**config.mk**
```make
export PLATFORM = sky130hd
export DESIGN_NAME = base64_stream_encoder_top
export DESIGN_NICKNAME = d
export VERILOG_FILES = /design/src/sv/b64e_pkg.sv /design/src/sv/base64_stream_encoder_top.sv /design/src/sv/b64e_front.sv /design/src/sv/b64e_queue.sv /design/src/sv/b64e_back.sv
export VERILOG_INCLUDE_DIRS = /design/src /design/src/sv
export SDC_FILE = /design/constraint.sdc
export NUM_CORES = 1
export LEC_CHECK = 0
export BUFFER_PORTS_ARGS = -buffer_cell sky130_fd_sc_hd__clkbuf_2
export CORE_MARGIN = 1.5
export CORE_UTILIZATION = 30
export DETAILED_ROUTE_END_ITERATION = 12
export SYNTH_ARGS = -nofsm -noshare
export SYNTH_HDL_FRONTEND = slang
export SYNTH_SLANG_ARGS = --single-unit
```
**constraint.sdc**
```tcl
create_clock -name clk -period 4.9 [get_ports clk]
set_input_delay 0 -clock clk [delete_from_list [all_inputs] [get_ports clk]]
set_output_delay 0 -clock clk [all_outputs]
set_load 0.005 [all_outputs]
```
**src/sv/base64_stream_encoder_top_defines.svh**
```systemverilog
`ifndef BASE64_STREAM_ENCODER_TOP_DEFINES_SVH
`define BASE64_STREAM_ENCODER_TOP_DEFINES_SVH

// same-cycle implication under the active-low synchronous reset
`define B64E_ASSERT_NOW(label, clk, rst_n, ante, cons) \
  label: assert property (@(posedge clk) disable iff (!rst_n) (ante) |-> (cons)) \
    else $error("b64e check failed");

// next-cycle implication under the active-low synchronous reset
`define B64E_ASSERT_NEXT(label, clk, rst_n, ante, cons) \
  label: assert property (@(posedge clk) disable iff (!rst_n) (ante) |=> (cons)) \
    else $error("b64e check failed");

`endif

```
**src/sv/b64e_pkg.sv**
```systemverilog
`timescale 1ns / 1ps

package b64e_pkg;

  localparam logic [6:0] PAD_CHAR      = 7'd61;
  localparam logic [6:0] CHAR_UPPER_A  = 7'd65;
  localparam logic [6:0] LOWER_OFFSET  = 7'd71;
  localparam logic [6:0] DIGIT_OFFSET  = 7'd4;
  localparam logic [6:0] CHAR_PLUS     = 7'd43;
  localparam logic [6:0] CHAR_SLASH    = 7'd47;

  localparam logic [1:0] POS_FIRST  = 2'd0;
  localparam logic [1:0] POS_SECOND = 2'd1;
  localparam logic [1:0] POS_THIRD  = 2'd2;

  typedef struct packed {
    logic [7:0] data_byte;
    logic       message_last;
  } b64e_in_t;

  typedef struct packed {
    logic [6:0] char_code;
    logic       run_last;
    logic       message_end;
  } b64e_out_t;

  // one classified byte: up to four characters, cnt is the index of the last one
  typedef struct packed {
    logic            last;
    logic [1:0]      cnt;
    logic [3:0][6:0] chars;
  } b64e_job_t;

  function automatic logic [6:0] sextet_char(input logic [5:0] s);
    logic [6:0] c;
    c = 7'd0;
    if (s inside {[6'd0 : 6'd25]}) begin
      c = CHAR_UPPER_A + {1'b0, s};
    end else if (s inside {[6'd26 : 6'd51]}) begin
      c = LOWER_OFFSET + {1'b0, s};
    end else if (s inside {[6'd52 : 6'd61]}) begin
      c = {1'b0, s} - DIGIT_OFFSET;
    end else if (s == 6'd62) begin
      c = CHAR_PLUS;
    end else begin
      c = CHAR_SLASH;
    end
    return c;
  endfunction

endpackage

```
**src/sv/base64_stream_encoder_top.sv**
```systemverilog
// the first character of a byte is written to a queue slot and then to the output register
// throughput: one character per cycle while the consumer pops; one to four characters per byte,
// sustained four characters per three bytes
// the character queue between classifier and emitter buffers QUEUE_DEPTH bytes
// reset (rst_n low, synchronous): group position, leftover bits, queue and output cleared
`timescale 1ns / 1ps

module base64_stream_encoder_top #(
  parameter int QUEUE_DEPTH = 4
) (
  input  logic                clk,
  input  logic                rst_n,
  input  logic                push,
  output logic                full,
  input  b64e_pkg::b64e_in_t  in_data,
  output logic                empty,
  input  logic                pop,
  output b64e_pkg::b64e_out_t out_data
);
  import b64e_pkg::*;

  logic      job_valid;
  b64e_job_t job;
  logic      q_valid;
  logic      q_pop;
  b64e_job_t q_job;

  b64e_front u_front (
    .clk       (clk),
    .rst_n     (rst_n),
    .push      (push),
    .full      (full),
    .in_data   (in_data),
    .job_valid (job_valid),
    .job       (job)
  );

  b64e_queue #(
    .DEPTH (QUEUE_DEPTH)
  ) u_queue (
    .clk      (clk),
    .rst_n    (rst_n),
    .wr_en    (job_valid),
    .wr_job   (job),
    .full     (full),
    .rd_en    (q_pop),
    .rd_valid (q_valid),
    .rd_job   (q_job)
  );

  b64e_back u_back (
    .clk      (clk),
    .rst_n    (rst_n),
    .q_valid  (q_valid),
    .q_job    (q_job),
    .q_pop    (q_pop),
    .empty    (empty),
    .pop      (pop),
    .out_data (out_data)
  );

endmodule

```
**src/sv/b64e_front.sv**
```systemverilog
`timescale 1ns / 1ps

module b64e_front (
  input  logic                clk,
  input  logic                rst_n,
  input  logic                push,
  input  logic                full,
  input  b64e_pkg::b64e_in_t  in_data,
  output logic                job_valid,
  output b64e_pkg::b64e_job_t job
);
  import b64e_pkg::*;

  logic [1:0] pos_r, pos_nxt;
  logic [3:0] lo_r, lo_nxt;
  logic [1:0] pos_mid;
  logic [3:0] lo_mid;
  logic [7:0] b;

  assign job_valid = push && !full;
  assign b = in_data.data_byte;

  always_comb begin
    job.last  = in_data.message_last;
    job.cnt   = 2'd0;
    job.chars = {4{PAD_CHAR}};
    pos_mid   = POS_FIRST;
    lo_mid    = 4'd0;
    case (pos_r)
      POS_SECOND: begin
        job.chars[0] = sextet_char({lo_r[1:0], b[7:4]});
        lo_mid       = b[3:0];
        pos_mid      = POS_THIRD;
      end
      POS_THIRD: begin
        job.chars[0] = sextet_char({lo_r[3:0], b[7:6]});
        job.chars[1] = sextet_char(b[5:0]);
        job.cnt      = 2'd1;
      end
      default: begin
        job.chars[0] = sextet_char(b[7:2]);
        lo_mid       = {2'b00, b[1:0]};
        pos_mid      = POS_SECOND;
      end
    endcase

    pos_nxt = pos_mid;
    lo_nxt  = lo_mid;
    if (in_data.message_last) begin
      // flush leftover bits and pad to a full quad
      if (pos_mid == POS_SECOND) begin
        job.chars[1] = sextet_char({lo_mid[1:0], 4'b0000});
        job.cnt      = 2'd3;
      end else if (pos_mid == POS_THIRD) begin
        job.chars[1] = sextet_char({lo_mid[3:0], 2'b00});
        job.cnt      = 2'd2;
      end
      pos_nxt = POS_FIRST;
      lo_nxt  = 4'd0;
    end
  end

  always_ff @(posedge clk) begin
    if (!rst_n) begin
      pos_r <= POS_FIRST;
      lo_r  <= 4'd0;
    end else if (job_valid) begin
      pos_r <= pos_nxt;
      lo_r  <= lo_nxt;
    end
  end

endmodule

```
**src/sv/b64e_queue.sv**
```systemverilog
`timescale 1ns / 1ps

module b64e_queue #(
  parameter int DEPTH = 4
) (
  input  logic                clk,
  input  logic                rst_n,
  input  logic                wr_en,
  input  b64e_pkg::b64e_job_t wr_job,
  output logic                full,
  input  logic                rd_en,
  output logic                rd_valid,
  output b64e_pkg::b64e_job_t rd_job
);
  import b64e_pkg::*;

  localparam int AW = (DEPTH > 1) ? $clog2(DEPTH) : 1;
  localparam int CW = $clog2(DEPTH + 1);

  b64e_job_t       slot_r [DEPTH];
  logic [AW-1:0]   wp_r, wp_nxt;
  logic [AW-1:0]   rp_r, rp_nxt;
  logic [CW-1:0]   count_r, count_nxt;

  assign full     = (count_r == CW'(DEPTH));
  assign rd_valid = (count_r != CW'(0));
  assign rd_job   = slot_r[rp_r];

  always_comb begin
    wp_nxt    = wp_r;
    rp_nxt    = rp_r;
    count_nxt = count_r;
    if (wr_en) begin
      wp_nxt = (wp_r == AW'(DEPTH - 1)) ? AW'(0) : wp_r + AW'(1);
    end
    if (rd_en) begin
      rp_nxt = (rp_r == AW'(DEPTH - 1)) ? AW'(0) : rp_r + AW'(1);
    end
    if (wr_en && !rd_en) begin
      count_nxt = count_r + CW'(1);
    end else if (!wr_en && rd_en) begin
      count_nxt = count_r - CW'(1);
    end
  end

  always_ff @(posedge clk) begin
    if (wr_en) begin
      slot_r[wp_r] <= wr_job;
    end
  end

  always_ff @(posedge clk) begin
    if (!rst_n) begin
      wp_r    <= AW'(0);
      rp_r    <= AW'(0);
      count_r <= CW'(0);
    end else begin
      wp_r    <= wp_nxt;
      rp_r    <= rp_nxt;
      count_r <= count_nxt;
    end
  end

endmodule

```
**src/sv/b64e_back.sv**
```systemverilog
`timescale 1ns / 1ps

`include "base64_stream_encoder_top_defines.svh"

module b64e_back (
  input  logic                clk,
  input  logic                rst_n,
  input  logic                q_valid,
  input  b64e_pkg::b64e_job_t q_job,
  output logic                q_pop,
  output logic                empty,
  input  logic                pop,
  output b64e_pkg::b64e_out_t out_data
);
  import b64e_pkg::*;

  logic       out_valid_r, out_valid_nxt;
  b64e_out_t  out_data_r, out_data_nxt;
  logic [1:0] idx_r, idx_nxt;
  logic       take;
  logic       emit;
  logic       run_end;

  assign take    = pop && out_valid_r;
  assign emit    = q_valid && (!out_valid_r || take);
  assign run_end = (idx_r == q_job.cnt);
  assign q_pop   = emit && run_end;
  assign empty   = !out_valid_r;
  assign out_data = out_data_r;

  always_comb begin
    out_valid_nxt = out_valid_r;
    out_data_nxt  = out_data_r;
    idx_nxt       = idx_r;
    if (take) begin
      out_valid_nxt = 1'b0;
    end
    if (emit) begin
      out_valid_nxt            = 1'b1;
      out_data_nxt.char_code   = q_job.chars[idx_r];
      out_data_nxt.run_last    = run_end;
      out_data_nxt.message_end = run_end && q_job.last;
      idx_nxt                  = run_end ? 2'd0 : idx_r + 2'd1;
    end
  end

  always_ff @(posedge clk) begin
    out_data_r <= out_data_nxt;
  end

  always_ff @(posedge clk) begin
    if (!rst_n) begin
      out_valid_r <= 1'b0;
      idx_r       <= 2'd0;
    end else begin
      out_valid_r <= out_valid_nxt;
      idx_r       <= idx_nxt;
    end
  end

  // beat index stays inside the head job
  `B64E_ASSERT_NOW(a_idx_in_job, clk, rst_n, q_valid, idx_r <= q_job.cnt)
  // no partial job left behind once the queue drains
  `B64E_ASSERT_NOW(a_idx_idle, clk, rst_n, !q_valid, idx_r == 2'd0)
  // message end only on the last beat of a byte
  `B64E_ASSERT_NOW(a_end_is_run_last, clk, rst_n, out_valid_r && out_data_r.message_end,
                   out_data_r.run_last)
  // a beat popped with no job waiting leaves the output empty
  `B64E_ASSERT_NEXT(a_drain, clk, rst_n, take && !q_valid, !out_valid_r)

endmodule
```
==> metrics.txt, run 1 <==
status finished, final reports clean; CP cell instances inv_2 -> ha_1 -> a31oi_1 -> o21ai_0 -> or4_1 -> a31oi_1 -> a22oi_1; Clock transition at path regs 60 ps; DRT Wirelength 14,830 um; largest net degree at the start of global routing 21; DRT Pass-1 Iters 5; # setup viols final 0; all-layer global routing usage 14.05%; nets@finish 629; Yosys cell types 79; final non-filler cell total 855; total number of vias 4,646; cell accounting for the most synthesized area edfxtp_1; met1 usage in global routing 19.23%; yosys warns 0; pwr/cell area 394.6 nW/um2; Initial Util 30.54%; cell area after layout 6763 um2; global-route met2 utilization 23.01%; RePlAce Congestion 0.8589; Root Driver clkbuf_16; CORE AREA 20,170 um2; startpoint types register; DP Wirelength 10,440 um; Synth Net Count 631; slowest CP cell dfxtp_1; CP delay by family, top compound AO/OA/AOI/OAI gates; Fin. Hold Viols 0; global-route wire length before repair 23,870 um; # clock sinks 95; DIE WIDTH 146.3 um; worst path required time 4930 ps; Worst Setup Path Type register to register; GR peak layer met2; CTS tree built; # diodes 0; std cell rows 52; Syn Inst Count 582; post-synth top area share 37.54%; layout cells sized above 1 12.14%; Max-Cap Viols 0; flip-flop and latch area 2673 um2; post-synthesis sequential area ratio 43.39%; Area Overhead vs Synth 9.791%; minimum clock period 3120 ps; Slew headroom 12.94%; worst path arrival time 3150 ps; placed cell count 838; Bufs on Longest Clock Path 2; cell area after synthesis 6160 um2; CP Capture Type register; Yosys reg bits 95; Most common cell on crit path a31oi_1; Pins Over Slew Limit 0; CTS buffer count 9; Layout Utilization 33.53%; vias in the first global route 4,355; GRT Residual Overflow 0; most frequent cells after synthesis edfxtp_1 (77), nand2_1 (43), ha_1 (35), nor2_1 (35), nand3_1 (25); Clock Skew 7.418 ps; RSZ-0062 raised after global routing no; DR WL/cell 17.34 um; final worst path period share 63.68%; crit-path max FO 12; Syn Area/Cell 10.58 um2; multi-input logic area 3197 um2; Area contributors post-synth edfxtp_1 (38%), ha_1 (7.1%), mux4_2 (6.2%), dfxtp_1 (5.9%), xnor2_1 (3.0%); depth of the CTS H-tree 3; Final ANT Viol Nets 0; setup bufs post-CTS 0; worst slew pin tran 1306 ps; I/O Buffers 23; Hold Path Class primary input to register; main flop type after synthesis edfxtp_1; setup tns final 0 ps; vias per cell 5.434; Lkg Pwr 2.307 nW; I/O pin cnt 24; Die H 146.3 um; critical path's largest stage delay 650 ps; Worst-Skew Late Latency 340 ps; initial antenna violation count 0; initial drt markers 431; drt drc 0; Crit path buffers/inverters 1; Max Clk Rate 0.3205 GHz; EDFF count, synth 77; DIE AREA 21,400 um2; Async S/R FF share, synth 0%; fillers 2,049; count leader, synth edfxtp_1; Peak VDD IR 0.1844 mV; DP Area 6446 um2; M3 GR Usage 2.313%; hold_ws 87.73 ps
## registers in the layout, indices dropped and copies added (netlist names), named ones only
name and cells:
u_front.lo_r 4, u_queue.rp_r 2, u_queue.slot_r 68, u_back.out_valid_r 1, u_back.idx_r 2, u_queue.count_r 3
u_back.out_data 9, u_queue.wp_r 2, u_front.pos_r 2
## metal layers
| metal | wire length (um) | up-vias |
|---|---|---|
| met3 | 867 | 15 |
| met2 | 7035 | 191 |
| li1 | - | 2186 |
| met4 | 180 | 0 |
| met5 | 0 | - |
| met1 | 6743 | 2254 |
## cell usage in the layout (no fill, tap or decap), drive strengths merged, types with 4 or more instances in the layout
master	Yosys	routed
nor2	35	35
o221ai	4	4
a32o	4	4
a211oi	6	6
edfxtp	77	77
a31oi	9	9
a21oi	25	25
mux2i	12	12
nand3	25	25
nor3b	6	6
nor3	17	17
o21ai	22	22
a21boi	12	12
nand4	5	5
dfxtp	18	18
a21o	8	8
xnor2	21	21
or3	6	6
nor2b	18	18
o211ai	4	4
and2	10	10
clkbuf	23	37
mux4	17	17
inv	28	28
a211o	6	6
ha	35	35
nand2	44	44
## stage by stage
stage / setup slack, ps / total power, mW
floorplan: 2333 / 1.771
detailed placement: 1561 / 2.000
CTS: 1757 / 2.698
global route: 1527 / 2.819
global placement: 1571 / 1.990
finish: 1780 / 2.668
## final cells by class
| class | count | share of cell area [%] |
|---|---|---|
| clock inverter | 2 | 0.1480 |
| inverter | 29 | 1.610 |
| timing repair buffer | 26 | 2.072 |
| tap | 270 | 4.995 |
| sequential | 95 | 39.52 |
| multi-input combinational | 419 | 47.27 |
| clock buffer | 14 | 4.385 |
## worst paths after layout
check / start / endpoint / slack [ps] / depth (start not counted)
max: u_front.lo_r[1] / u_queue.slot_r[0][0] / 1780 / 7
min: rst_n / u_back.idx_r[0] / 90 / 2
max reg2reg: u_front.lo_r[1] / u_queue.slot_r[0][0] / 1780 / 7
min reg2reg: u_front.pos_r[1] / u_front.pos_r[1] / 490 / 2
## report_power, final
part / internal, mW / switching, mW / leakage (nW)
Clock: 0.418 / 0.275 / 0.153
Combinational: 0.366 / 0.438 / 1.31
Sequential: 1.06 / 0.108 / 0.845
Total: 1.85 / 0.821 / 2.31
## kinds of logic (layout without fill, tap and decap cells)
| group | Yosys count | in the layout | synth area share, % |
|---|---|---|---|
| flip-flops | 95 | 95 | 43.39 |
| multiplexers | 31 | 31 | 8.531 |
| XOR/XNOR | 24 | 24 | 3.413 |
| buffers and inverters | 68 | 71 | 4.712 |
| adder cells (fa/ha/maj) | 36 | 36 | 7.435 |
| AO/OA/AOI/OAI | 144 | 144 | 17.25 |
| AND/OR/NAND/NOR | 184 | 184 | 15.28 |
## repair_timing
| item | in CTS | in global routing |
|---|---|---|
| endpoints found under the hold margin | 1 | 0 |
| gates resized for setup | 0 | 0 |
| hold buffers | 1 | 0 |
(Power assumes the default switching activity.)
==> run 2: changes to the inputs <==
Clock period 4.9 ns to 2.7 ns, I/O delays scaled along.
==> metrics.txt, run 2 (synthesized netlist as in run 1, its figures left out) <==
status finished, final reports clean; Clock transition at path regs 60 ps (about the same); I/O pin cnt 24 (unchanged); Root Driver clkbuf_16; I/O Buffers 23 (unchanged); initial drt markers 377 (-13%); Layout Utilization 35.23% (+1.7 points); Worst-Skew Late Latency 330 ps (about the same); DP Wirelength 10,980 um (+5.2%); CTS buffer count 9 (unchanged); fillers 2,009 (-2.0%); DIE AREA 21,400 um2 (unchanged); global-route wire length before repair 24,470 um (+2.5%); RePlAce Congestion 0.8830 (+2.8%); DIE WIDTH 146.3 um (unchanged); worst path arrival time 2820 ps (-330 ps); Hold Path Depth 2 (unchanged); max FFs per register 68 (unchanged); final worst path period share 94.59% (+31 points); CORE AREA 20,170 um2 (unchanged); CTS tree built; Hold Path Class primary input to register; DR WL/cell 16.84 um (-2.9%); all-layer global routing usage 14.33% (+0.28 points); GRT Residual Overflow 0 (unchanged); minimum clock period 2554 ps (-566.5 ps); commonest non-fill, non-tap cells in the layout edfxtp_1 (77), nand2_1 (43), buf_4 (41), nor2_1 (35), ha_1 (34); vias in the first global route 4,575 (+5.1%); commonest non-fill, non-tap cell in the layout edfxtp_1; # diodes 0 (unchanged); # setup viols final 0 (unchanged); drt drc 0 (unchanged); DP Area 6739 um2 (+4.5%); Final ANT Viol Nets 0 (unchanged); setup bufs post-CTS 0 (unchanged); depth of the CTS H-tree 3 (unchanged); hold_ws 98.87 ps (+11.14 ps); CP Capture Type register; crit-path max FO 4 (-8); Max-Cap Viols 0 (unchanged); Reg2Reg Depth 10 (+3); vias per cell 5.220 (-3.9%); Fin. Hold Viols 0 (unchanged); worst slew pin tran 941.2 ps (-364.8 ps); Worst Setup Path Type register to register; cell area after layout 7106 um2 (+5.1%); Bufs on Longest Clock Path 2 (unchanged); # clock sinks 95 (unchanged); Die H 146.3 um (unchanged); Max Clk Rate 0.3916 GHz (+22%); pwr/cell area 712.8 nW/um2 (+81%); DRT Pass-1 Iters 5 (unchanged); Slew headroom 37.25% (+24 points); initial antenna violation count 0 (unchanged); Peak VDD IR 0.4039 mV (+120%); Lkg Pwr 2.503 nW (+8.5%); Area Overhead vs Synth 15.36%; Initial Util 30.54% (unchanged); std cell rows 52 (unchanged); RSZ-0062 raised after global routing no; layout cells sized above 1 18.43% (+6.3 points); setup tns final 0 ps (unchanged); worst path required time 2970 ps (-1960 ps); largest net degree at the start of global routing 19 (-9.5%); Top reg by flops u_queue.slot_r; Pins Over Slew Limit 0 (unchanged); startpoint types register; DRT Wirelength 15,050 um (+1.5%); nets@finish 668 (+6.2%); total number of vias 4,667 (+0.45%); Clock Skew 5.252 ps (-2.166 ps); Design Power 5.065 mW (+90%)
==> run 2: cell count changes in the layout (fill, tap and decap cells not counted), moves of 2 or more <==
cell and change:
clkinv_2 -2, buf_4 +39, dfxtp_1 -2, clkbuf_16 -2, clkinvlp_4 +2, bufinv_16 +3, dfxtp_2 +2
==> run 2: path summary, 6_finish.rpt <==
path,startpoint,endpoint,slack [ps]
min,rst_n,u_back.idx_r[0],100
min reg2reg,u_front.pos_r[1],u_front.pos_r[1],490
max reg2reg,u_queue.slot_r[3][15],u_queue.count_r[2],150
max,u_queue.slot_r[3][15],u_queue.count_r[2],150
==> run 2: timing repair <==
item                                    in CTS  in global routing
resized for setup                            0                  7
endpoints found under the setup margin       0                 17
hold endpoints to repair                     1                  0
hold buffers                                 1                  0
==> run 2: final cells by class <==
cell class                      count  area [um2]  area share [%]
Sequential cell                    95        2675           37.65
Tap cell                          270       337.8           4.754
Clock buffer                       10       229.0           3.222
Multi-Input combinational cell    419        3213           45.22
Clock inverter                      6       108.9           1.532
Timing Repair Buffer               65       432.9           6.093
Inverter                           29       108.9           1.532
==> run 2: critical path, cell delays in order, from the launching register on <==
cell	delay, ps
edfxtp_1	400
mux4_2	490
xnor2_1	160
and2_4	200
nand2_4	80
ha_2	180
inv_1	50
fa_1	370
xor2_1	150
or3_1	300
a21boi_1	110
==> run 2: power by group <==
group | total [mW] | internal, mW | switching (mW)
combinational | 1.61 | 0.733 | 0.878
sequential | 2.05 | 1.93 | 0.119
clock | 1.40 | 0.901 | 0.502
total | 5.06 | 3.57 | 1.50
==> run 2: per-stage QoR <==
step	setup slack, ps	cells
floorplan	132.6	582
global placement	77.35	877
detailed placement	63.64	877
CTS	54.87	894
global route	3.379	894
finish	146.1	894
==> run 2: metal layers <==
metal	vias up	routed length, um	GRT usage (%)
met4	0	228	4.545
met5	-	0	0
met1	2230	7036	20.00
met2	147	7095	23.27
met3	22	691	1.625
li1	2268	-	-
==> run 3: changes to the inputs <==
Settings changed: ABC_AREA set to 1, RECOVER_POWER set to 100.
==> metrics.txt, run 3 <==
status finished, final reports clean; post-synth top area share 36.84% (-0.70 points); largest net degree at the start of global routing 31 (+12); worst path required time 2760 ps (-210 ps); max FFs per register 68 (unchanged); Final ANT Viol Nets 0 (unchanged); commonest non-fill, non-tap cells in the layout nand2_1 (224), edfxtp_1 (77), nor2_1 (70), nand3_1 (69), a21oi_1 (66); initial antenna violation count 0 (unchanged); Post-CTS Hold Fix Bufs 0 (-1); cell area after synthesis 6276 um2 (+1.9%); Peak VDD IR 0.3233 mV (-20%); RePlAce Congestion 0.9982 (+13%); Max Clk Rate 0.4057 GHz (+3.6%); pwr/cell area 698.5 nW/um2 (-2.0%); Clock Skew 16.77 ps (+11.52 ps); Die H 147.6 um (+0.92%); commonest non-fill, non-tap cell in the layout nand2_1; I/O Buffers 23 (unchanged); DIE WIDTH 147.6 um (+0.92%); Yosys reg bits 95 (unchanged); Root Driver clkbuf_16; Worst-Skew Late Latency 350 ps (+20 ps); depth of the CTS H-tree 3 (unchanged); Slew headroom 32.16% (-5.1 points); Worst Setup Path Type register to register; Pins Over Slew Limit 0 (unchanged); Synth Net Count 846 (+34%); placed cell count 1,078 (+23%); Area contributors post-synth edfxtp_1 (37%), nand2_1 (13%), ha_1 (7.0%), dfxtp_1 (5.7%), nand3_1 (5.5%); total number of vias 5,400 (+16%); most frequent cells after synthesis nand2_1 (224), edfxtp_1 (77), nand3_1 (69), nor2_1 (68), a21oi_1 (65); Top reg by flops u_queue.slot_r; layout cells sized above 1 9.587% (-8.8 points); crit-path max FO 9 (+5); Hold Path Class primary input to register; I/O pin cnt 24 (unchanged); Syn Inst Count 797 (+37%); setup bufs post-CTS 0 (unchanged); post-synthesis sequential area ratio 42.58% (-0.80 points); DR WL/cell 14.96 um (-11%); GRT Residual Overflow 0 (unchanged); Lkg Pwr 2.964 nW (+18%); # clock sinks 95 (unchanged); CP Capture Type register; nets@finish 868 (+30%); Clock transition at path regs 80 ps (+20 ps); Bufs on Longest Clock Path 2 (unchanged); all-layer global routing usage 15.24% (+0.92 points); worst slew pin tran 1018 ps (+76.35 ps); Initial Util 30.82% (+0.28 points); Area Overhead vs Synth 10.79%; minimum clock period 2465 ps (-89.14 ps); setup tns final 0 ps (unchanged); Async S/R FF share, synth 0% (unchanged); CTS tree built; EDFF count, synth 77 (unchanged); DRT Pass-1 Iters 7 (+2); Layout Utilization 34.14% (-1.1 points); Max-Cap Viols 0 (unchanged); vias per cell 4.936 (-5.4%); startpoint types register; final worst path period share 91.29% (-3.3 points); DP Wirelength 11,870 um (+8.1%); std cell rows 52 (unchanged); DP Area 6693 um2 (-0.69%); yosys warns 0 (unchanged); vias in the first global route 4,982 (+8.9%); # diodes 0 (unchanged); # setup viols final 0 (unchanged); main flop type after synthesis edfxtp_1; initial drt markers 445 (+18%); CTS buffer count 9 (unchanged); cell accounting for the most synthesized area edfxtp_1; global-route wire length before repair 26,160 um (+6.9%); worst path arrival time 2530 ps (-290 ps); Syn Area/Cell 7.875 um2 (-26%); CORE AREA 20,360 um2 (+0.97%); DIE AREA 21,800 um2 (+1.8%); DRT Wirelength 16,360 um (+8.7%); RSZ-0062 raised after global routing no; cell area after layout 6953 um2 (-2.1%); Resize count post-CTS 0 (unchanged); Fin. Hold Viols 0 (unchanged); count leader, synth nand2_1; final non-filler cell total 1,094 (+22%); Yosys cell types 42 (-47%); drt drc 0 (unchanged)
[run 3: changes by cell type after synthesis, sizes merged, moves of 12 or more]
cell	change
nor2	+38
nor3	-13
clkbuf	-15
nand3	+48
a21oi	+42
mux2i	-12
inv	+47
a21boi	-12
mux4	-17
nand2	+189
nor2b	-18
xnor2	-18
xor2	+15
o21ai	+23
[run 3: stage by stage]
| step | total power [mW] | setup slack, ps | hold WS [ps] |
|---|---|---|---|
| 2_1_floorplan | 3.133 | 364.0 | 98.87 |
| 3_3_place_gp | 3.624 | 354.2 | 365.8 |
| 3_5_place_dp | 3.644 | 365.3 | 366.6 |
| 4_1_cts | 4.914 | 357.9 | 4.307 |
| 5_1_grt | 5.157 | 60.77 | 33.58 |
| 6_report | 4.856 | 235.2 | 16.71 |
[run 3: cell families after synthesis]
| group | count (synthesis) | synth area share, % |
|---|---|---|
| and+or+nand+nor | 397 | 27.05 |
| AOI/OAI and AO/OA | 142 | 13.02 |
| buffers and inverters | 106 | 7.117 |
| DFF | 95 | 42.58 |
| adders and majority gates | 36 | 7.297 |
| xor gates and xnor gates | 21 | 2.931 |
[run 3: path summary, 6_finish.rpt]
path | start | endpoint | slack, ps | cells past startpoint
min reg2reg | u_front.pos_r[1] | u_front.pos_r[1] | 490 | 2
min | pop | u_back.out_valid_r | 20 | 4
max reg2reg | u_front.lo_r[0] | u_queue.slot_r[1][5] | 240 | 8
max | u_front.lo_r[0] | u_queue.slot_r[1][5] | 240 | 8
[run 3: layer usage]
| layer | part of all wire [%] | global-route usage, % | routed length, um |
|---|---|---|---|
| met1 | 48 | 21.66 | 7932 |
| met2 | 45 | 23.64 | 7365 |
| met4 | 1.5 | 3.800 | 240 |
| met3 | 5.0 | 3.117 | 823 |
| met5 | 0 | 0 | 0 |
[run 3: area by class of cell]
class                   count  area (um2)
fillers                  2149       13410
clock buffers              11       242.7
well taps                 270       337.8
repair buffers             37       195.2
inverters                  80       305.3
multi-input cells         596        3143
clock inverters             5       56.30
flip-flops and latches     95        2673
[run 3: power breakdown]
part / leakage, nW / switching (mW) / internal, mW
Clock: 0.146 / 0.527 / 0.743
Combinational: 1.97 / 1.06 / 0.493
Sequential: 0.847 / 0.0985 / 1.94
[run 3: critical path, stage by stage, from the launching register on]
cell	delay, ps
dfxtp_1	530
inv_1	240
ha_1	300
nand2_1	100
nor2_1	50
o21ai_0	440
a21oi_1	120
a21oi_1	240
a21oi_1	150
